File: config.mk
export PLATFORM = sky130hd
export DESIGN_NAME = llc_xid_field_parser_flat
export DESIGN_NICKNAME = d
export VERILOG_FILES = /design/src/rtl/llcxid_pkg.sv /design/src/rtl/llcxid_if.sv /design/src/rtl/llc_xid_field_parser.sv /design/src/rtl/llcxid_core.sv /design/src/rtl/llcxid_rq.sv /design/src/flat_wrapper.sv
export SDC_FILE = /design/constraint.sdc
export NUM_CORES = 1
export LEC_CHECK = 0
export ABC_AREA = 1
export BUFFER_PORTS_ARGS = -buffer_cell sky130_fd_sc_hd__buf_2
export CAP_MARGIN = 20
export CORE_UTILIZATION = 58
export CTS_BUF_LIST = sky130_fd_sc_hd__clkbuf_8
export CTS_CLUSTER_DIAMETER = 30
export CTS_CLUSTER_SIZE = 16
export DETAILED_ROUTE_END_ITERATION = 10
export GPL_TIMING_DRIVEN = 0
export PLACE_DENSITY = 0.78
export SETUP_SLACK_MARGIN = 0.1
export SKIP_LAST_GASP = 1
export SLEW_MARGIN = 20
export SYNTH_ARGS = -nofsm -noshare
export SYNTH_HDL_FRONTEND = slang
export SYNTH_SLANG_ARGS = --single-unit
File: constraint.sdc
create_clock -name clk_i -period 5.83 [get_ports clk_i]
set_clock_uncertainty 0.1 [all_clocks]
set_input_delay 1.166 -clock clk_i [delete_from_list [all_inputs] [get_ports clk_i]]
set_output_delay 1.166 -clock clk_i [all_outputs]
set_load 0.05 [all_outputs]
File: src/rtl/llcxid_pkg.sv
// Shared types, codes and range limits for the LLC XID field parser.
`default_nettype none
package llcxid_pkg;

  typedef enum logic [1:0] {
    KIND_FIXED     = 2'd0,
    KIND_VAR_BYTE  = 2'd1,
    KIND_VAR_EMPTY = 2'd2,
    KIND_STATUS    = 2'd3
  } kind_e;

  typedef enum logic [2:0] {
    ST_OK          = 3'd0,
    ST_TOO_MANY    = 3'd1,
    ST_UNKNOWN     = 3'd2,
    ST_SHORT       = 3'd3,
    ST_BAD_LENGTH  = 3'd4,
    ST_OUT_OF_RANGE = 3'd5
  } status_e;

  typedef enum logic [3:0] {
    PH_HEADER  = 4'b0001,
    PH_EXTLEN  = 4'b0010,
    PH_PAYLOAD = 4'b0100,
    PH_DRAIN   = 4'b1000
  } phase_e;

  localparam logic [4:0] VarType       = 5'd11;
  localparam logic [7:0] FieldLimitRst = 8'd16;
  localparam int unsigned QDepth       = 4;
  localparam int unsigned QPtrW        = $clog2(QDepth);

  typedef struct packed {
    kind_e       result_kind;
    logic [4:0]  field_type;
    logic [7:0]  field_length;
    logic [31:0] field_value;
    logic [7:0]  payload_offset;
    logic [7:0]  field_number;
    status_e     status;
    logic        end_of_message;
  } res_t;

  // up to two results per item, first slot always filled first
  typedef struct packed {
    logic v0;
    logic v1;
    res_t r0;
    res_t r1;
  } push_t;

  localparam logic [31:0] LimMin [16] = '{
    32'd0, 32'd0, 32'd0, 32'd0, 32'd1, 32'd140, 32'd140, 32'd9,
    32'd9, 32'd1, 32'd1, 32'd0, 32'd0, 32'd0, 32'd1, 32'd0
  };
  localparam logic [31:0] LimMax [16] = '{
    32'd15, 32'hFFFF_FFFF, 32'hFFFF_FFFF, 32'd4095, 32'd15, 32'd1520, 32'd1520,
    32'd24320, 32'd24320, 32'd255, 32'd255, 32'd0, 32'd0, 32'hFFFF_FFFF,
    32'd255, 32'hFFFF_FFFF
  };

  // mD and mU (types 7 and 8) also take zero
  function automatic logic value_ok(logic [3:0] t, logic [31:0] v);
    logic zero_ok;
    zero_ok = (t == 4'd7 || t == 4'd8) && (v == 32'd0);
    return ((v >= LimMin[t]) && (v <= LimMax[t])) || zero_ok;
  endfunction

endpackage
`default_nettype wire

File: src/rtl/llcxid_if.sv
// Valid/ready channel interfaces for parser bytes and results.
`default_nettype none
interface llcxid_in_if;
  logic       valid;
  logic       ready;
  logic [7:0] data_byte;
  logic       last_byte;
  modport source (output valid, output data_byte, output last_byte, input ready);
  modport sink   (input valid, input data_byte, input last_byte, output ready);
endinterface

interface llcxid_out_if;
  logic        valid;
  logic        ready;
  logic [1:0]  result_kind;
  logic [4:0]  field_type;
  logic [7:0]  field_length;
  logic [31:0] field_value;
  logic [7:0]  payload_offset;
  logic [7:0]  field_number;
  logic [2:0]  status;
  logic        end_of_message;
  modport source (output valid, output result_kind, output field_type,
                  output field_length, output field_value, output payload_offset,
                  output field_number, output status, output end_of_message,
                  input ready);
  modport sink   (input valid, input result_kind, input field_type,
                  input field_length, input field_value, input payload_offset,
                  input field_number, input status, input end_of_message,
                  output ready);
endinterface
`default_nettype wire

File: src/rtl/llc_xid_field_parser.sv
// Top level of the LLC XID field parser.
//
//  channel  dir  handshake              carries
//  in_i     in   valid/ready            data_byte, last_byte
//  out_o    out  valid/ready            one result per item moved
//  cfg      in   cfg_we_i, cfg_wdata_i  field_limit
//
// Each byte is parsed in the cycle it is taken and its results land in a
// four-entry result queue; the output is read from that queue's registers.
// One byte a cycle while there is room; a byte that closes a field on the
// last byte of a message yields two results, drained one a cycle if ready.
// Input stalls only when the queue holds more than two results.
// Reset: field_limit 16, empty queue, parser waiting for a header.
`default_nettype none
module llc_xid_field_parser (
  input  wire logic       clk_i,
  input  wire logic       rst_ni,
  llcxid_in_if.sink       in_i,
  llcxid_out_if.source    out_o,
  input  wire logic       cfg_we_i,
  input  wire logic [7:0] cfg_wdata_i
);
  import llcxid_pkg::*;

  push_t push;
  res_t  head;
  logic  room;
  logic  accept;

  assign in_i.ready = room;
  assign accept     = in_i.valid && room;

  llcxid_core u_core (
    .clk_i       (clk_i),
    .rst_ni      (rst_ni),
    .accept_i    (accept),
    .data_byte_i (in_i.data_byte),
    .last_byte_i (in_i.last_byte),
    .cfg_we_i    (cfg_we_i),
    .cfg_wdata_i (cfg_wdata_i),
    .push_o      (push)
  );

  llcxid_rq u_rq (
    .clk_i   (clk_i),
    .rst_ni  (rst_ni),
    .push_i  (push),
    .room_o  (room),
    .valid_o (out_o.valid),
    .ready_i (out_o.ready),
    .head_o  (head)
  );

  assign out_o.result_kind    = head.result_kind;
  assign out_o.field_type     = head.field_type;
  assign out_o.field_length   = head.field_length;
  assign out_o.field_value    = head.field_value;
  assign out_o.payload_offset = head.payload_offset;
  assign out_o.field_number   = head.field_number;
  assign out_o.status         = head.status;
  assign out_o.end_of_message = head.end_of_message;

endmodule
`default_nettype wire

File: src/rtl/llcxid_core.sv
// Per-byte XID parse step: message state, field limit register, result build.
`default_nettype none
module llcxid_core (
  input  wire logic              clk_i,
  input  wire logic              rst_ni,
  input  wire logic              accept_i,
  input  wire logic [7:0]        data_byte_i,
  input  wire logic              last_byte_i,
  input  wire logic              cfg_we_i,
  input  wire logic [7:0]        cfg_wdata_i,
  output llcxid_pkg::push_t      push_o
);
  import llcxid_pkg::*;

  phase_e      ph_q, ph_d;
  logic [4:0]  typ_q, typ_d;
  logic [1:0]  lhb_q, lhb_d;
  logic [7:0]  bl_q, bl_d;
  logic [7:0]  decl_q, decl_d;
  logic [31:0] acc_q, acc_d;
  logic [7:0]  fs_q, fs_d;
  status_e     err_q, err_d;
  logic [7:0]  limit_q;

  always_comb begin
    logic       start;
    logic [7:0] start_len;
    logic       fin;
    logic       fld_v;
    res_t       fld;
    res_t       stat;

    ph_d   = ph_q;
    typ_d  = typ_q;
    lhb_d  = lhb_q;
    bl_d   = bl_q;
    decl_d = decl_q;
    acc_d  = acc_q;
    fs_d   = fs_q;
    err_d  = err_q;
    start  = 1'b0;
    start_len = 8'd0;
    fin    = 1'b0;
    fld_v  = 1'b0;
    fld    = '0;
    stat   = '0;

    unique case (ph_q)
      PH_HEADER: begin
        if (fs_q >= limit_q) begin
          err_d = ST_TOO_MANY;
          ph_d  = PH_DRAIN;
        end else begin
          fs_d  = fs_q + 8'd1;
          typ_d = data_byte_i[6:2];
          if (data_byte_i[6]) begin
            err_d = ST_UNKNOWN;
            ph_d  = PH_DRAIN;
          end else if (data_byte_i[7]) begin
            if (last_byte_i) begin
              err_d = ST_SHORT;
              ph_d  = PH_DRAIN;
            end else begin
              lhb_d = data_byte_i[1:0];
              ph_d  = PH_EXTLEN;
            end
          end else begin
            start     = 1'b1;
            start_len = {6'd0, data_byte_i[1:0]};
          end
        end
      end
      PH_EXTLEN: begin
        start     = 1'b1;
        start_len = {lhb_q, data_byte_i[7:2]};
      end
      PH_PAYLOAD: begin
        if (typ_q == VarType) begin
          fld_v              = 1'b1;
          fld.result_kind    = KIND_VAR_BYTE;
          fld.field_type     = typ_q;
          fld.field_length   = decl_q;
          fld.field_value    = {24'd0, data_byte_i};
          fld.payload_offset = decl_q - bl_q;
          fld.field_number   = fs_q - 8'd1;
        end
        acc_d = {acc_q[23:0], data_byte_i};
        bl_d  = bl_q - 8'd1;
        if (bl_d == 8'd0) begin
          fin = 1'b1;
        end else if (last_byte_i) begin
          err_d = ST_SHORT;
          ph_d  = PH_DRAIN;
        end
      end
      PH_DRAIN: ;
      default: ;
    endcase

    if (start) begin
      decl_d = start_len;
      bl_d   = start_len;
      acc_d  = 32'd0;
      if (start_len == 8'd0) begin
        fin = 1'b1;
      end else if (last_byte_i) begin
        err_d = ST_SHORT;
        ph_d  = PH_DRAIN;
      end else begin
        ph_d = PH_PAYLOAD;
      end
    end

    if (fin) begin
      ph_d = PH_HEADER;
      fld.field_type   = typ_d;
      fld.field_number = fs_d - 8'd1;
      if (typ_d == VarType) begin
        // a non-empty L3 field has already given out its bytes
        if (decl_d == 8'd0) begin
          fld_v           = 1'b1;
          fld.result_kind = KIND_VAR_EMPTY;
        end
      end else if (decl_d != 8'd0 && decl_d != 8'd1 && decl_d != 8'd2 &&
                   decl_d != 8'd4) begin
        err_d = ST_BAD_LENGTH;
        ph_d  = PH_DRAIN;
      end else if (!value_ok(typ_d[3:0], acc_d)) begin
        err_d = ST_OUT_OF_RANGE;
        ph_d  = PH_DRAIN;
      end else begin
        fld_v            = 1'b1;
        fld.result_kind  = KIND_FIXED;
        fld.field_length = decl_d;
        fld.field_value  = acc_d;
      end
    end

    stat.result_kind    = KIND_STATUS;
    stat.field_number   = fs_d;
    stat.status         = err_d;
    stat.end_of_message = 1'b1;

    if (last_byte_i) begin
      ph_d   = PH_HEADER;
      typ_d  = 5'd0;
      lhb_d  = 2'd0;
      bl_d   = 8'd0;
      decl_d = 8'd0;
      acc_d  = 32'd0;
      fs_d   = 8'd0;
      err_d  = ST_OK;
    end

    push_o.v0 = accept_i && (fld_v || last_byte_i);
    push_o.v1 = accept_i && fld_v && last_byte_i;
    push_o.r0 = fld_v ? fld : stat;
    push_o.r1 = stat;
  end

  always_ff @(posedge clk_i or negedge rst_ni) begin
    if (!rst_ni) begin
      ph_q    <= PH_HEADER;
      typ_q   <= 5'd0;
      lhb_q   <= 2'd0;
      bl_q    <= 8'd0;
      decl_q  <= 8'd0;
      acc_q   <= 32'd0;
      fs_q    <= 8'd0;
      err_q   <= ST_OK;
      limit_q <= FieldLimitRst;
    end else begin
      if (cfg_we_i) begin
        limit_q <= cfg_wdata_i;
      end
      if (accept_i) begin
        ph_q   <= ph_d;
        typ_q  <= typ_d;
        lhb_q  <= lhb_d;
        bl_q   <= bl_d;
        decl_q <= decl_d;
        acc_q  <= acc_d;
        fs_q   <= fs_d;
        err_q  <= err_d;
      end
    end
  end

endmodule
`default_nettype wire

File: src/rtl/llcxid_rq.sv
// Result queue: takes up to two results a cycle, hands out one when the sink is ready.
`default_nettype none
module llcxid_rq (
  input  wire logic               clk_i,
  input  wire logic               rst_ni,
  input  wire llcxid_pkg::push_t  push_i,
  output logic                    room_o,
  output logic                    valid_o,
  input  wire logic               ready_i,
  output llcxid_pkg::res_t        head_o
);
  import llcxid_pkg::*;

  res_t                mem_q [QDepth];
  logic [QPtrW-1:0]    wr_q, rd_q;
  logic [QPtrW:0]      cnt_q;
  logic                pop;
  logic [QPtrW:0]      n_push;

  assign pop     = valid_o && ready_i;
  assign valid_o = (cnt_q != '0);
  assign head_o  = mem_q[rd_q];
  // room for a two-result item regardless of the sink
  assign room_o  = (cnt_q <= (QPtrW+1)'(QDepth - 2));
  assign n_push  = (QPtrW+1)'(push_i.v0) + (QPtrW+1)'(push_i.v1);

  always_ff @(posedge clk_i) begin
    if (push_i.v0) begin
      mem_q[wr_q] <= push_i.r0;
    end
    if (push_i.v1) begin
      mem_q[wr_q + QPtrW'(1)] <= push_i.r1;
    end
  end

  always_ff @(posedge clk_i or negedge rst_ni) begin
    if (!rst_ni) begin
      wr_q  <= '0;
      rd_q  <= '0;
      cnt_q <= '0;
    end else begin
      wr_q  <= wr_q + n_push[QPtrW-1:0];
      rd_q  <= rd_q + QPtrW'(pop);
      cnt_q <= cnt_q + n_push - (QPtrW+1)'(pop);
    end
  end

endmodule
`default_nettype wire
File: src/flat_wrapper.sv
// flat-port wrapper written by rule: the top's interface ports become plain ports
module llc_xid_field_parser_flat import llcxid_pkg::*;
  (clk_i, rst_ni, cfg_we_i, cfg_wdata_i, in_i_valid, in_i_data_byte, in_i_last_byte, in_i_ready, out_o_valid, out_o_result_kind, out_o_field_type, out_o_field_length, out_o_field_value, out_o_payload_offset, out_o_field_number, out_o_status, out_o_end_of_message, out_o_ready);
  llcxid_in_if in_i_i ();
  llcxid_out_if out_o_i ();
  input  wire logic clk_i;
  input  wire logic rst_ni;
  input  wire logic cfg_we_i;
  input  wire logic [7:0] cfg_wdata_i;
  input wire logic [$bits(in_i_i.valid)-1:0] in_i_valid;
  input wire logic [$bits(in_i_i.data_byte)-1:0] in_i_data_byte;
  input wire logic [$bits(in_i_i.last_byte)-1:0] in_i_last_byte;
  output wire logic [$bits(in_i_i.ready)-1:0] in_i_ready;
  output wire logic [$bits(out_o_i.valid)-1:0] out_o_valid;
  output wire logic [$bits(out_o_i.result_kind)-1:0] out_o_result_kind;
  output wire logic [$bits(out_o_i.field_type)-1:0] out_o_field_type;
  output wire logic [$bits(out_o_i.field_length)-1:0] out_o_field_length;
  output wire logic [$bits(out_o_i.field_value)-1:0] out_o_field_value;
  output wire logic [$bits(out_o_i.payload_offset)-1:0] out_o_payload_offset;
  output wire logic [$bits(out_o_i.field_number)-1:0] out_o_field_number;
  output wire logic [$bits(out_o_i.status)-1:0] out_o_status;
  output wire logic [$bits(out_o_i.end_of_message)-1:0] out_o_end_of_message;
  input wire logic [$bits(out_o_i.ready)-1:0] out_o_ready;
  assign in_i_i.valid = in_i_valid;
  assign in_i_i.data_byte = in_i_data_byte;
  assign in_i_i.last_byte = in_i_last_byte;
  assign in_i_ready = in_i_i.ready;
  assign out_o_valid = out_o_i.valid;
  assign out_o_result_kind = out_o_i.result_kind;
  assign out_o_field_type = out_o_i.field_type;
  assign out_o_field_length = out_o_i.field_length;
  assign out_o_field_value = out_o_i.field_value;
  assign out_o_payload_offset = out_o_i.payload_offset;
  assign out_o_field_number = out_o_i.field_number;
  assign out_o_status = out_o_i.status;
  assign out_o_end_of_message = out_o_i.end_of_message;
  assign out_o_i.ready = out_o_ready;
  llc_xid_field_parser u_core (.clk_i(clk_i), .rst_ni(rst_ni), .in_i(in_i_i), .out_o(out_o_i), .cfg_we_i(cfg_we_i), .cfg_wdata_i(cfg_wdata_i));
endmodule
==> results of run 1 <==
## synth_stat cells, types with 3 or more instances
master	instances
nand2_1	696
nor2_1	537
inv_1	490
o21ai_0	241
dfxtp_1	224
a21oi_1	188
clkbuf_1	83
dfrtp_1	83
o22ai_1	66
ha_1	64
nand3_1	52
buf_2	50
edfxtp_1	44
o21ai_1	41
xor2_1	24
nand4_1	17
nor3_1	15
o211ai_1	14
buf_6	11
inv_2	7
a31oi_1	6
nand2_2	6
nand3_2	6
xnor2_1	6
buf_1	5
buf_4	5
nand3_4	5
a211oi_1	3
a22oi_1	3
clkinv_1	3
o21ai_2	3
or2_2	3
## kinds of logic (layout without fill, tap and decap cells)
logic type | Yosys count | in the layout
compound gates | 577 | 577
xor+xnor | 30 | 30
fa+ha+maj | 66 | 66
buf+inv | 656 | 947
flops | 353 | 353
mux | 1 | 1
simple gates | 1353 | 1355
## placed cells by master (no fill, tap or decap), types with 66 or more instances in the layout
cell,count
a21oi_1,185
buf_2,139
clkbuf_1,81
clkbuf_8,99
dfrtp_1,79
dfxtp_1,224
inv_1,488
nand2_1,679
nor2_1,529
o21ai_0,230
o22ai_1,66
## how the worst min path moves through the flow
stage	slack, ns	to	cells after the start
2_1_floorplan	0.32	u_core.u_rq.mem_q[1][0]$_SDFFE_PP1P_	2
3_3_place_gp	0.34	u_core.u_rq.mem_q[1][0]$_SDFFE_PP1P_	2
3_5_place_dp	0.34	u_core.u_rq.mem_q[2][0]$_SDFFE_PP1P_	2
4_1_cts	0.34	u_core.u_core.fs_q[0]$_DFFE_PN0P_	1
5_1_grt	0.37	u_core.u_rq.mem_q[3][0]$_SDFFE_PP1N_	2
6_report	0.35	u_core.u_core.limit_q[0]$_DFFE_PN0P_	1
## routing by layer
layer	global-route usage (%)	vias up	wire, microns
met4	16.22	0	2411
li1	-	9958	-
met5	0	-	0
met3	7.394	184	7475
met1	48.36	9755	26450
met2	58.80	1182	30550
## stage by stage
step	instance area [sq um]	setup slack [ns]	hold WS [ns]	TNS [ns]	instances
2_1_floorplan	20240	0.2317	0.3218	0	3036
3_3_place_gp	21260	-1.437	0.3354	-196.24	3581
3_5_place_dp	21290	-1.501	0.3449	-212.49	3582
4_1_cts	23720	0.1308	0.3412	0	3772
5_1_grt	24180	0.03148	0.3721	0	3784
6_report	24180	0.1260	0.3516	0	3784
## timing repair
item	in CTS	in global routing
setup buffers	33	13
hold endpoints to repair	0	0
gates resized for setup	52	78
pin swaps	22	44
endpoints found under the setup margin	322	73
cloned	2	0
## layout make-up
| class | instances | area, sq um | share of cell area [%] |
|---|---|---|---|
| Buffer | 155 | 755.7 | 3.125 |
| Clock buffer | 99 | 1363 | 5.635 |
| Clock inverter | 56 | 573.1 | 2.370 |
| Inverter | 501 | 1896 | 7.839 |
| Multi-Input combinational cell | 2029 | 10200 | 42.20 |
| Sequential cell | 353 | 7940 | 32.84 |
| Tap cell | 455 | 569.3 | 2.354 |
| Timing Repair Buffer | 136 | 879.6 | 3.638 |
## flip-flops by register name, summed over array words and instances, names as in the netlist
name and cells:
u_core.u_rq.mem_q 268, u_core.u_core.acc_q 32, u_core.u_core.bl_q 8, u_core.u_core.decl_q 8, u_core.u_core.fs_q 8, u_core.u_core.limit_q 8
u_core.u_core.typ_q 5, u_core.u_core.ph_q 4, u_core.u_core.err_q 3, u_core.u_rq.cnt_q 3, u_core.u_core.lhb_q 2, u_core.u_rq.rd_q 2
u_core.u_rq.wr_q 2
## worst register-to-register path, delay by kind of cell, from the launching register on
family                   cells  cell delay, ns
adder cells (fa/ha/maj)      2            0.64
AND/OR/NAND/NOR             11            1.00
AO/OA/AOI/OAI                9            2.13
flip-flops                   1            0.40
buffers and inverters        8            1.31
==> impl_metrics.yaml, run 1 <==
critical_path:
  cp.required_ns: 6.26
  reg2reg_depth: 30
  cp_slowest_cell: "o21ai_0"
  critPathTopFamily: "compound AO/OA/AOI/OAI gates"
  cp_num_cells: 30
  r2r_end: "u_core.u_rq.mem_q[0][24]$_SDFFE_PP0P_"
  cp_num_buf_inv: 8
  r2r_slack_ns: 0.13
  crit_fanout: 10
  endpoint: "u_core.u_rq.mem_q[0][24]$_SDFFE_PP0P_"
  crit_path_start: "u_core.u_core.fs_q[7]$_DFFE_PN0P_"
  arrival_ns: 6.13
  critPathKind: "reg2reg"
  path_common_cell: "buf_12"
  slowest_delay_ns: 0.71
  end_kind: "flip-flop"
  r2r-start: "u_core.u_core.fs_q[7]$_DFFE_PN0P_"
  setup.worst_path.start_class: "flip-flop"
synth:
  syn_avg_cell_area_sq_um: 6.667
  yosysWarnings: 0
  yosys-mux-area-fraction_pct: 0.05563
  synth_largest_area_cell: "dfxtp_1"
  ys_seq_area_share_pct: 39.20
  yosysUniqueCellTypes: 58
  synthTopCellsByArea: "dfxtp_1 (22%), nand2_1 (13%), dfrtp_1 (10%)"
  synth_edf_count: 44
  synth_nets: 3124
  synth_ff_type: "dfxtp_1"
  synth_top_area_share_pct: 22.15
  syn_inst: 3036
  synth_compound_area_share_pct: 15.26
  synth_top_family_by_area: "simple AND/OR/NAND/NOR gates"
  synth-simple-area-share_pct: 27.03
  synthAdderAreaFrac_pct: 4.154
  ys_seq_elements: 353
  synth_xor_area_share_pct: 1.298
  netlist_area_sq_um: 20240
  synth-async-reset-ratio_pct: 24.08
clock_network:
  path_clk_slew_ns: 0.06
  cts_tree: "yes"
  h-tree-depth: 3
  hold_buffers: 0
  numCtsBuffers: 84
  cts.sinks: 353
  cts_root_buffer: "clkbuf_8"
  clock_path_buffers: 3
  worst_skew_pair.late_latency_ns: 0.66
timing:
  rsz0062_at_grt: "true"
  tightest_slew_ns: 1.240
  setup_viol: 0
  maxSlewViolCount: 0
  fin_crit_sh_pct: 97.84
  clock.fmax_mhz: 175.3
  hold_viol_final: 0
  fin_crit_ns: 5.704
  slew_headroom_pct: 16.45
finish:
  n_antenna_cell: 0
  area_growth_syn_to_layout_pct: 19.47
  drive_gt1_share_pct: 14.36
  fillCellCount: 2835
  final_nets: 3348
  post-route-util_pct: 70.17
die:
  die_w_microns: 188.8
  core-area_sq_um: 34460
  initial_core_util_pct: 58.74
  pin_count: 91
  dieHeight_microns: 188.8
  row_count: 68
  die_area_sq_um: 35650
route:
  drt-total-wl_microns: 66890
  viasPerCell: 5.571
  drc: 0
  post_drt_wl_per_cell_microns: 17.68
  drt_iter0_markers: 2554
  vias: 21080
  first_pass_iters: 6
  antenna_left: 0
grt:
  grt_usage_pct: 36.87
  antenna_found_initial: 0
  grt_max_degree: 57
  grt_overflow: 0
  grt_pass1_vias: 19480
  grt_pass1_wl_microns: 103100
run_status:
  status: "finished clean"
flow_run:
  maxCapViolations: 0
placed_design:
  hpwlAfterDp_microns: 47210
  gp_congestion: 0.9679
  portBuffers: 90
worst_hold_path:
  hold_class: "in2async"
Power of run 1 is left out: the tool's default activity adds up to more than one toggle a clock period on the data nets, which glitch-free logic cannot reach.
==> inputs of run 2 (changes only) <==
Settings changed: CORE_UTILIZATION 58 to 63, PLACE_DENSITY 0.78 to 0.8.
Clock period 5.83 ns to 6.2 ns, I/O delays scaled along.
==> impl_metrics.yaml, run 2 (synthesis results as in run 1) <==
run_status:
  status: "finished clean"
grt:
  antenna_found_initial: 2
  grt_overflow: 0
  grt_max_degree: 45
  grt_pass1_vias: 19880
  grt_pass1_wl_microns: 103900
  grt_usage_pct: 40.21
route:
  viasPerCell: 5.668
  first_pass_iters: 7
  antenna_left: 0
  drc: 0
  drt_iter0_markers: 2735
  drt-total-wl_microns: 66230
  post_drt_wl_per_cell_microns: 17.91
  vias: 20970
clock_network:
  cts_tree: "yes"
  worst_skew_pair.late_latency_ns: 0.64
  cts_root_buffer: "clkbuf_8"
  path_clk_slew_ns: 0.06
  numCtsBuffers: 81
  cts.sinks: 353
  h-tree-depth: 3
  hold_buffers: 0
  clock_path_buffers: 3
die:
  pin_count: 91
  row_count: 65
  initial_core_util_pct: 64.14
  die_w_microns: 181.2
  dieHeight_microns: 181.2
  die_area_sq_um: 32850
  core-area_sq_um: 31560
critical_path:
  reg2reg_depth: 36
  cp_slowest_cell: "dfrtp_2"
  cp.required_ns: 6.61
  critPathKind: "reg2reg"
  setup.worst_path.start_class: "flip-flop"
  arrival_ns: 6.40
  crit_fanout: 7
  end_kind: "flip-flop"
  slowest_delay_ns: 0.46
timing:
  hold_viol_final: 0
  slew_headroom_pct: 22.71
  fin_crit_ns: 5.995
  fin_crit_sh_pct: 96.69
  clock.fmax_mhz: 166.8
  maxSlewViolCount: 0
  rsz0062_at_grt: "true"
  whs_ns: 0.3606
  setup_viol: 0
  tightest_slew_ns: 1.147
placed_design:
  hpwlAfterDp_microns: 47060
  gp_congestion: 0.9661
  portBuffers: 90
finish:
  top_regs: "u_core.u_rq.mem_q: 268 flops, u_core.u_core.acc_q: 32 flops"
  final_common_cell: "nand2_1"
  final_cell_mix: "nand2_1 (689), nor2_1 (534), inv_1 (498)"
  largest_reg_flops: 268
  area_growth_syn_to_layout_pct: 15.94
  final_nets: 3316
  drive_gt1_share_pct: 11.86
  n_antenna_cell: 0
  top_register: "u_core.u_rq.mem_q"
flow_run:
  maxCapViolations: 0
worst_hold_path:
  hold_class: "reg2reg"
  min_path_cells: 2
[run 2: area by class of cell]
| type | count | area [sq um] |
|---|---|---|
| buffer | 155 | 748.2 |
| multi-input combinational | 2028 | 9831 |
| sequential | 353 | 7936 |
| tap | 402 | 503.0 |
| clock buffer | 91 | 1252 |
| clock inverter | 61 | 695.7 |
| fill | 2549 | 8089 |
| timing repair buffer | 108 | 613.1 |
| inverter | 501 | 1887 |
[run 2: what timing repair did]
action                                  in CTS  in global routing
resized for setup                           31                 18
pin swaps                                    5                  9
buffers inserted                            13                  4
cloned                                       1                  0
endpoints found under the setup margin     320                 34
[run 2: routing by layer]
layer  GRT usage, %  vias to the layer above  share of wire [%]
li1               -                     9899                  -
met3          9.696                      221                 11
met1          51.41                     9617                 40
met2          63.63                     1228                 45
met5              0                        -              0.020
met4          19.90                        2                4.2
[run 2: worst paths after layout]
check / startpoint / endpoint / slack (ns)
worst max-delay path: u_core.u_core.fs_q[5]$_DFFE_PN0P_ / u_core.u_rq.cnt_q[2]$_DFF_PN0_ / 0.21
worst min-delay path: u_core.u_rq.mem_q[0][0]$_SDFFE_PP1P_ / u_core.u_rq.mem_q[0][0]$_SDFFE_PP1P_ / 0.36
worst max register to register: u_core.u_core.fs_q[5]$_DFFE_PN0P_ / u_core.u_rq.cnt_q[2]$_DFF_PN0_ / 0.21
worst min register to register: u_core.u_rq.mem_q[0][0]$_SDFFE_PP1P_ / u_core.u_rq.mem_q[0][0]$_SDFFE_PP1P_ / 0.36
max in group asynchronous: rst_ni / u_core.u_core.limit_q[4]$_DFFE_PN1P_ / 4.75
min in group asynchronous: rst_ni / u_core.u_core.acc_q[24]$_DFFE_PN0P_ / 0.52
[run 2: critical path: cells and delay by family (launching register included)]
family	cells	cell delay [ns]
AND/OR/NAND/NOR	13	1.37
adder cells (fa/ha/maj)	7	2.00
flip-flops	1	0.46
buffers and inverters	8	0.76
XOR/XNOR	2	0.32
AO/OA/AOI/OAI	6	0.89
[run 2: metrics by stage]
step	TNS [ns]	std cells	utilization [%]	instance area, sq um	setup WS, ns
3_3_place_gp	-80.15	3528	67.16	21190	-1.094
4_1_cts	0	3695	74.12	23390	0.1353
3_5_place_dp	-121.84	3529	67.24	21220	-1.214
6_report	0	3699	74.37	23470	0.2053
5_1_grt	-0.09544	3699	74.37	23470	-0.09544
2_1_floorplan	0	3036	-	20240	0.6017
Power of run 2 is left out for the same reason.
